==> src/hw/rtl/f2r_pkg.sv <==
// Package for the float-to-residue quantizer: constants, stage payload types.
// Used by every module under hw/rtl; has no dependencies.
package f2r_pkg;

   localparam logic [31:0] ScaleReset = 32'h3F80_0000;
   localparam logic [30:0] ModFirst   = 31'd2147483647;
   localparam logic [30:0] ModSecond  = 31'd2147483629;
   localparam logic [31:0] ClampMag   = 32'd2147483520;
   localparam logic [31:0] CanonNan   = 32'h7FC0_0000;

   // fp32 unpacked classes travelling from the multiply front end
   typedef struct packed {
      logic        sign;
      logic        is_nan;
      logic        is_inf;
      logic        is_zero;
      logic [9:0]  exp;      // signed biased exponent sum, pre-normalize
      logic [47:0] prod;     // full significand product
      logic        last;
   } mul_stage_type;

   typedef struct packed {
      logic [31:0] bits;     // rounded fp32 product
      logic        last;
   } fp_stage_type;

   typedef struct packed {
      logic        is_nan;
      logic        sign;
      logic [31:0] mag;
      logic        last;
   } int_stage_type;

endpackage

==> src/hw/rtl/f2r_fmul.sv <==
// fp32 multiply, round-to-nearest-even, two register stages with stall.
// Depends on f2r_pkg.
module f2r_fmul (
   input  logic                    clock,
   input  logic                    reset,
   input  logic                    in_valid,
   output logic                    in_ready,
   input  logic [31:0]             a_bits,
   input  logic [31:0]             b_bits,
   input  logic                    in_last,
   output logic                    out_valid,
   input  logic                    out_ready,
   output f2r_pkg::fp_stage_type   out_data
);

   logic                    v1_ff, v2_ff;
   f2r_pkg::mul_stage_type  s1_ff, s1_in;
   f2r_pkg::fp_stage_type   s2_ff, s2_in;
   logic                    adv1, adv2;

   assign adv2     = !v2_ff || out_ready;
   assign adv1     = !v1_ff || adv2;
   assign in_ready = adv1;
   assign out_valid = v2_ff;
   assign out_data  = s2_ff;

   // stage 1: classify operands and multiply significands
   always_comb begin
      logic [7:0]  ea, eb;
      logic [22:0] fa, fb;
      logic [23:0] ma, mb;
      logic        na, nb, ia, ib, za, zb;
      ea = a_bits[30:23]; eb = b_bits[30:23];
      fa = a_bits[22:0];  fb = b_bits[22:0];
      na = (ea == 8'hFF) && (fa != '0);
      nb = (eb == 8'hFF) && (fb != '0);
      ia = (ea == 8'hFF) && (fa == '0);
      ib = (eb == 8'hFF) && (fb == '0);
      za = (ea == 8'h00) && (fa == '0);
      zb = (eb == 8'h00) && (fb == '0);
      ma = {(ea != 8'h00), fa};
      mb = {(eb != 8'h00), fb};
      s1_in.sign    = a_bits[31] ^ b_bits[31];
      s1_in.is_nan  = na || nb || (ia && zb) || (ib && za);
      s1_in.is_inf  = ia || ib;
      s1_in.is_zero = za || zb;
      // subnormals use exponent 1
      s1_in.exp  = {2'b00, (ea == 8'h00) ? 8'd1 : ea} + {2'b00, (eb == 8'h00) ? 8'd1 : eb}
                   - 10'd127;
      s1_in.prod = ma * mb;
      s1_in.last = in_last;
   end

   // stage 2: normalize, round to nearest even, pack
   always_comb begin
      logic [5:0]  lz;
      logic [47:0] norm;
      logic signed [11:0] e;
      logic [5:0]  rsh;
      logic [49:0] wide;   // 24 significand + guard + sticky folded
      logic [23:0] sig;
      logic        g, st, up;
      logic [24:0] sr;
      logic [31:0] r;
      lz = 6'd0;
      for (int i = 47; i >= 0; i--) begin
         if (s1_ff.prod[i] && lz == 6'd0 && !(|(s1_ff.prod >> (i + 1)))) lz = 6'(47 - i);
      end
      norm = s1_ff.prod << lz;                       // msb at bit 47
      // value = norm * 2^(exp - 127 + 1 - lz - 47 + ...) ; biased exp of result
      e = $signed({2'b00, s1_ff.exp}) + 12'sd1 - $signed({6'd0, lz});
      if (s1_ff.exp[9]) e = $signed({2'b11, s1_ff.exp}) + 12'sd1 - $signed({6'd0, lz});
      rsh = 6'd0;
      if (e < 12'sd1) begin
         rsh = (e < -12'sd30) ? 6'd31 : 6'(12'sd1 - e);
         e   = 12'sd0;
      end
      wide = {norm, 2'b00} >> rsh;
      st   = (|wide[23:0]) || (|(({norm, 2'b00}) & ~(50'h3FFFFFFFFFFFF << rsh)));
      sig  = wide[49:26];
      g    = wide[25];
      st   = st || wide[24];
      up   = g && (st || sig[0]);
      sr   = {1'b0, sig} + {24'd0, up};
      if (sr[24]) begin
         e  = e + 12'sd1;
         sr = {1'b0, sr[24:1]};
      end else if (e == 12'sd0 && sr[23]) begin
         e = 12'sd1;
      end
      if (s1_ff.is_nan)
         r = f2r_pkg::CanonNan;
      else if (s1_ff.is_inf || (!s1_ff.is_zero && e >= 12'sd255))
         r = {s1_ff.sign, 8'hFF, 23'd0};
      else if (s1_ff.is_zero || s1_ff.prod == '0)
         r = {s1_ff.sign, 31'd0};
      else
         r = {s1_ff.sign, e[7:0], sr[22:0]};
      s2_in.bits = r;
      s2_in.last = s1_ff.last;
   end

   always_ff @(posedge clock) begin
      if (reset) begin
         v1_ff <= 1'b0;
         v2_ff <= 1'b0;
      end else begin
         if (adv1) v1_ff <= in_valid;
         if (adv2) v2_ff <= v1_ff;
      end
      if (adv1 && in_valid) s1_ff <= s1_in;
      if (adv2 && v1_ff)    s2_ff <= s2_in;
   end

endmodule

==> src/hw/rtl/f2r_quant.sv <==
// fp32 to clamped integer magnitude, then residues mod two primes.
// Depends on f2r_pkg.
module f2r_quant (
   input  logic                   clock,
   input  logic                   reset,
   input  logic                   in_valid,
   output logic                   in_ready,
   input  f2r_pkg::fp_stage_type  in_data,
   output logic                   out_valid,
   input  logic                   out_ready,
   output logic [30:0]            res_first,
   output logic [30:0]            res_second,
   output logic                   out_last
);

   logic                    v1_ff, v2_ff;
   f2r_pkg::int_stage_type  s1_ff, s1_in;
   logic [30:0]             r1_ff, r1_in, r2_ff, r2_in;
   logic                    last2_ff;
   logic                    adv1, adv2;

   assign adv2      = !v2_ff || out_ready;
   assign adv1      = !v1_ff || adv2;
   assign in_ready  = adv1;
   assign out_valid = v2_ff;
   assign res_first  = r1_ff;
   assign res_second = r2_ff;
   assign out_last   = last2_ff;

   // stage 1: round to integer, clamp
   always_comb begin
      logic [7:0]  ex;
      logic [23:0] m;
      logic [4:0]  sh;
      logic [55:0] sv;
      logic [31:0] ip;
      logic        g, st;
      logic [32:0] mag;
      ex = in_data.bits[30:23];
      m  = {1'b1, in_data.bits[22:0]};
      mag = 33'd0;
      sh  = 5'd0;
      sv  = 56'd0;
      ip  = 32'd0;
      g   = 1'b0;
      st  = 1'b0;
      if (ex >= 8'd158) begin
         mag = {1'b0, f2r_pkg::ClampMag};
      end else if (ex >= 8'd150) begin
         mag = 33'({m} << (ex - 8'd150));
      end else if (ex >= 8'd119) begin
         sh = 5'(8'd150 - ex);               // 1..31
         sv = {m, 32'd0} >> sh;
         ip = {8'd0, sv[55:32]};
         g  = sv[31];
         st = |sv[30:0];
         mag = {1'b0, ip} + {32'd0, g && (st || ip[0])};
      end
      if (mag > {1'b0, f2r_pkg::ClampMag}) mag = {1'b0, f2r_pkg::ClampMag};
      s1_in.is_nan = (ex == 8'hFF) && (in_data.bits[22:0] != '0);
      s1_in.sign   = in_data.bits[31];
      s1_in.mag    = mag[31:0];
      s1_in.last   = in_data.last;
   end

   // stage 2: residues; mag < 2^31 so one compare-subtract each
   always_comb begin
      logic [31:0] a, b;
      a = s1_ff.mag;
      if (a >= {1'b0, f2r_pkg::ModFirst}) a = a - {1'b0, f2r_pkg::ModFirst};
      b = s1_ff.mag;
      if (b >= {1'b0, f2r_pkg::ModSecond}) b = b - {1'b0, f2r_pkg::ModSecond};
      if (s1_ff.is_nan) begin
         // -2^31 mod each prime
         r1_in = f2r_pkg::ModFirst - 31'd1;
         r2_in = f2r_pkg::ModSecond - 31'd19;
      end else if (s1_ff.sign) begin
         r1_in = (a == 32'd0) ? 31'd0 : f2r_pkg::ModFirst - a[30:0];
         r2_in = (b == 32'd0) ? 31'd0 : f2r_pkg::ModSecond - b[30:0];
      end else begin
         r1_in = a[30:0];
         r2_in = b[30:0];
      end
   end

   always_ff @(posedge clock) begin
      if (reset) begin
         v1_ff <= 1'b0;
         v2_ff <= 1'b0;
      end else begin
         if (adv1) v1_ff <= in_valid;
         if (adv2) v2_ff <= v1_ff;
      end
      if (adv1 && in_valid) s1_ff <= s1_in;
      if (adv2 && v1_ff) begin
         r1_ff    <= r1_in;
         r2_ff    <= r2_in;
         last2_ff <= s1_ff.last;
      end
   end

endmodule

==> src/hw/rtl/float_to_dual_prime_residues_top.sv <==
// Top level of the fp32 weight quantizer producing residues mod two primes.
// Depends on f2r_pkg, f2r_fmul, f2r_quant.
//
//  channel  direction  payload
//  req_     in         tdata[31:0] weight_bits; tlast last_in
//  rsp_     out        tdata[30:0] residue_first, [61:31] residue_second; tlast last_out
//  csr_     in         data[31:0] scale_bits
//
// Four register stages; one transaction per cycle while rsp_ is not stalled.
// Reset clears all valid bits and loads scale 1.0.
// A stall on rsp_ backs up stage by stage; nothing is lost or repeated.
module float_to_dual_prime_residues_top (
   input  logic        clock,
   input  logic        reset,
   input  logic        req_tvalid,
   output logic        req_tready,
   input  logic [31:0] req_tdata,   // weight_bits
   input  logic        req_tlast,
   output logic        rsp_tvalid,
   input  logic        rsp_tready,
   output logic [63:0] rsp_tdata,   // residue_first, residue_second, zero pad
   output logic        rsp_tlast,
   input  logic        csr_valid,
   output logic        csr_ready,
   input  logic [31:0] csr_data     // scale_bits
);

   logic [31:0]            scale_ff;
   logic                   mid_valid, mid_ready;
   f2r_pkg::fp_stage_type  mid_data;
   logic [30:0]            r1, r2;

   assign csr_ready = 1'b1;

   // scale register
   always_ff @(posedge clock) begin
      if (reset) scale_ff <= f2r_pkg::ScaleReset;
      else if (csr_valid) scale_ff <= csr_data;
   end

   f2r_fmul u_fmul (
      .clock, .reset,
      .in_valid (req_tvalid), .in_ready (req_tready),
      .a_bits (req_tdata), .b_bits (scale_ff), .in_last (req_tlast),
      .out_valid (mid_valid), .out_ready (mid_ready), .out_data (mid_data)
   );

   f2r_quant u_quant (
      .clock, .reset,
      .in_valid (mid_valid), .in_ready (mid_ready), .in_data (mid_data),
      .out_valid (rsp_tvalid), .out_ready (rsp_tready),
      .res_first (r1), .res_second (r2), .out_last (rsp_tlast)
   );

   assign rsp_tdata = {2'b00, r2, r1};

endmodule
==> config.mk <==
export PLATFORM = sky130hd
export DESIGN_NAME = float_to_dual_prime_residues_top
export DESIGN_NICKNAME = d
export VERILOG_FILES = /design/src/hw/rtl/f2r_pkg.sv /design/src/hw/rtl/f2r_fmul.sv /design/src/hw/rtl/f2r_quant.sv /design/src/hw/rtl/float_to_dual_prime_residues_top.sv
export SDC_FILE = /design/constraint.sdc
export NUM_CORES = 2
export LEC_CHECK = 0
export ABC_AREA = 1
export BUFFER_PORTS_ARGS = -buffer_cell sky130_fd_sc_hd__buf_2
export CAP_MARGIN = 20
export CELL_PAD_IN_SITES_DETAIL_PLACEMENT = 1
export CELL_PAD_IN_SITES_GLOBAL_PLACEMENT = 2
export CORE_AREA = 3 3 360 362
export CTS_BUF_LIST = sky130_fd_sc_hd__clkbuf_16
export CTS_CLUSTER_DIAMETER = 40
export DETAILED_ROUTE_END_ITERATION = 10
export DIE_AREA = 0 0 363 365
export GPL_TIMING_DRIVEN = 0
export PLACE_DENSITY_LB_ADDON = 0.1
export SLEW_MARGIN = 5
export SYNTH_ARGS = -nofsm -noshare
export SYNTH_HDL_FRONTEND = slang
export SYNTH_SLANG_ARGS = --single-unit
==> constraint.sdc <==
create_clock -name clock -period 7.9 [get_ports clock]
set_input_delay 0.395 -clock clock [delete_from_list [all_inputs] [get_ports clock]]
set_output_delay 0.395 -clock clock [all_outputs]
set_load 0.02 [all_outputs]
==> metrics.yaml <==
status: "finished, violations left"
violations: "setup timing"
ir_worst_vdd_uv: 798
switching_share_pct: 57.4
drt_wl_total_um: 196000
slew_viol_final: 0
wl_per_cell_um: 23.8
port_buffers: 111
clockBufferDepth: 3
cts_buffers: 45
path_class: "reg2reg"
syn2layout_area_growth_pct: 18.9
synth_cell_types: 72
startpoint: "u_fmul.s1_ff[45]$_DFFE_PP_"
crit_family: "simple AND/OR/NAND/NOR gates"
gp_congestion: 0.919
place_area_um2: 45800
synth_edf_count: 194
hold_class: "in2reg"
fin_skew_ns: 0.0532
reg2reg_slack_ns: -0.88
ys_seq_elements: 230
synth_warnings: 0
internal_power_mw: 10.0
finalHoldViolations: 0
clk_pin_slew_worst_paths_ns: 0.05
critPathMaxStageDelay_ns: 0.42
combPwrFrac_pct: 82.4
drt-vias-per-instance: 5.28
synth_cells: 6133
yosys_most_used_dff: "edfxtp_1"
layout.nets: 7280
p_sw_mw: 13.5
grt_first_pass_wirelength_um: 292000
path_common_cell: "nand4_1"
synthArstFlopShare_pct: 0
drtIter0Drc: 3106
clk_latency_ns: 0.63
final_area_um2: 50900
via_count: 43300
cp.required_ns: 8.34
min_to: "scale_ff[23]$_SDFFE_PP1P_"
utilization_pct: 40.1
hold_path_depth: 3
critPathSlowestCell: "edfxtp_1"
start_kind: "register"
tightest_slew_ns: 1.06
die_y_um: 365
fin_ws_ns: -0.884
endpoint_kind: "register"
place_hpwl_um: 160000
power_frac_seq_pct: 9.6
cts.sinks: 230
maxSlewHeadroom_pct: 28.1
crit_buf_inv: 14
p_leak_nw: 24.8
grt_use_total_pct: 29.3
regToRegStartpoint: "u_fmul.s1_ff[45]$_DFFE_PP_"
syn_area_um2: 42900
hp-start: "csr_data[23]"
max_freq_mhz: 114
rsz0062_at_grt: "true"
ys_seq_area_share_pct: 15.3
cp_max_fo: 7
multi_input_area_um2: 32000
finalSetupViolations: 38
power.total_mw: 23.5
cts_tree: "done"
antenna_found_initial: 4
drive_gt1_share_pct: 14.6
grt_max_degree: 36
pwr_density_cell_nw_per_um2: 462
htree_levels: 2
regArea_um2: 6600
die_area_um2: 132000
initial_core_util_pct: 33.7
drc: 0
avgSynthCellArea_um2: 6.99
core_um2: 127000
first_pass_iters: 6
gr-total-overflow: 0
fin_crit_ns: 8.78
ios: 138
r2r_cells: 68
clkPwrFrac_pct: 8.0
fin_crit_sh_pct: 111
crit_arrival_ns: 9.23
final_antenna_net_count: 0
reg2reg_to: "u_fmul.out_data[9]$_SDFFCE_PP0P_"
drv_cap: 0
fp-row-count: 131
n_fill_cell: 16000
grt_pass1_vias: 45600
fp.dieW_um: 363
cts_root_buf: "clkbuf_16"
pre_cts_ws_ns: -3.03
[worst max path at each step]
stage / end / slack, ns / depth (start not counted)
after floorplan: u_fmul.out_data[15]$_SDFFCE_PP0P_ / -0.04 / 68
after global placement: u_fmul.out_data[3]$_SDFFCE_PP0P_ / -2.96 / 60
after detailed placement: u_fmul.out_data[13]$_SDFFCE_PP0P_ / -3.03 / 60
after CTS: u_fmul.out_data[3]$_SDFFCE_PP0P_ / -0.91 / 67
after global routing: u_fmul.out_data[17]$_SDFFCE_PP0P_ / -1.58 / 67
final: u_fmul.out_data[9]$_SDFFCE_PP0P_ / -0.88 / 68
[power groups by stage]
stage | clock network (mW) | registers, mW | logic, mW
6_report | 1.89 | 2.26 | 19.4
5_1_grt | 1.99 | 2.27 | 21.1
3_3_place_gp | 0 | 2.32 | 16.1
2_1_floorplan | 0 | 2.13 | 10.5
3_5_place_dp | 0 | 2.31 | 16.3
4_1_cts | 1.94 | 2.26 | 18.8
[synthesized netlist by cell type (55+ instances only)]
cell type	n	area [um^2]
a21oi_1	137	686
nor2_1	486	1820
nor3_1	108	541
fa_1	485	9710
ha_1	223	2790
nand3_1	518	2590
edfxtp_1	194	5830
xor2_1	150	1310
nand4_1	127	795
o21ai_0	256	1280
nand2_1	1570	5890
clkbuf_1	250	938
inv_1	1056	3960
o211ai_1	55	413
[sequential cells by signal, indices dropped and copies added (netlist names)]
| signal | flops |
|---|---|
| u_fmul.s1_ff | 63 |
| u_quant.s1_ff | 35 |
| u_fmul.out_data | 33 |
| scale_ff | 32 |
| u_quant.res_first | 31 |
| u_quant.res_second | 31 |
| u_fmul.out_valid | 1 |
| u_fmul.v1_ff | 1 |
| u_quant.out_last | 1 |
| u_quant.out_valid | 1 |
| u_quant.v1_ff | 1 |
[layer usage]
layer  wire length, um  share of wire (%)  vias to the layer above  global-route usage (%)
li1                  -                  -                    20100                       -
met3              8180                4.2                      241                    2.86
met1             85300                 44                    22000                    38.1
met2             94300                 48                     1029                    50.9
met5                 0                  0                        -                       0
met4              7770                4.0                        0                    9.71
[stage by stage]
stage / hold WS (ns) / setup TNS [ns] / std cells
floorplan: 0.400 / -0.627 / 6135
global placement: 0.415 / -128.03 / 7908
detailed placement: 0.406 / -122.99 / 7916
CTS: 0.0142 / -26.75 / 8159
global route: 0.0541 / -50.58 / 8202
finish: 0.0442 / -25.42 / 8204
[logic make-up (layout without fill, tap and decap cells)]
logic type | Yosys count | after routing | synth area share, %
DFF | 230 | 230 | 15.3
adders and majority gates | 708 | 708 | 29.2
muxes | 15 | 15 | 0.350
other | 2 | 8 | 0.0175
AOI/OAI and AO/OA | 574 | 575 | 7.84
xor gates and xnor gates | 188 | 188 | 3.84
buffers and inverters | 1430 | 1832 | 12.9
and+or+nand+nor | 2986 | 2986 | 30.6
[cell usage in the layout, fill, tap and decap left out, drive strengths merged, types with 5 or more instances in the layout]
cell type / instances
nand2: 1590
inv: 1097
nand3: 531
nor2: 528
fa: 485
buf: 405
clkbuf: 280
o21ai: 267
ha: 223
edfxtp: 194
xor2: 150
a21oi: 142
nand4: 133
nor3: 112
o211ai: 55
nor4: 39
xnor2: 38
dfxtp: 36
clkinv: 32
a31oi: 28
or2: 21
o2111ai: 16
mux2i: 15
o31ai: 12
o221ai: 11
and2: 10
clkinvlp: 8
dlygate4sd3: 8
or4: 6
and3: 6
o21bai: 6
o21a: 5
nand3b: 5
o311ai: 5
a211oi: 5
[what timing repair did]
item | 4_1_cts | 5_1_grt
setup buffers | 169 | 40
cloned | 6 | 2
hold buffers | 8 | 0
hold endpoints to repair | 8 | 0
setup endpoints to repair | 54 | 46
gates resized for setup | 437 | 92
pin swaps | 112 | 62
[tightest hold or removal path, delay by kind of cell]
kind                   cells  cell delay (ns)
buffers and inverters      1             0.09
AO/OA/AOI/OAI              2             0.14
[area by class of cell]
cell class / count / share of cell area [%]
Timing Repair Buffer: 341 / 5.15
Buffer: 307 / 3.76
Inverter: 1100 / 8.18
Multi-Input combinational cell: 4476 / 62.9
Sequential cell: 230 / 13.0
Clock inverter: 38 / 0.739
Clock buffer: 45 / 2.21
Antenna cell: 4 / 0.0196
Tap cell: 1662 / 4.08
Timing Repair inverter: 1 / 0.0172
Note: power is estimated with default switching activity, not from simulation.
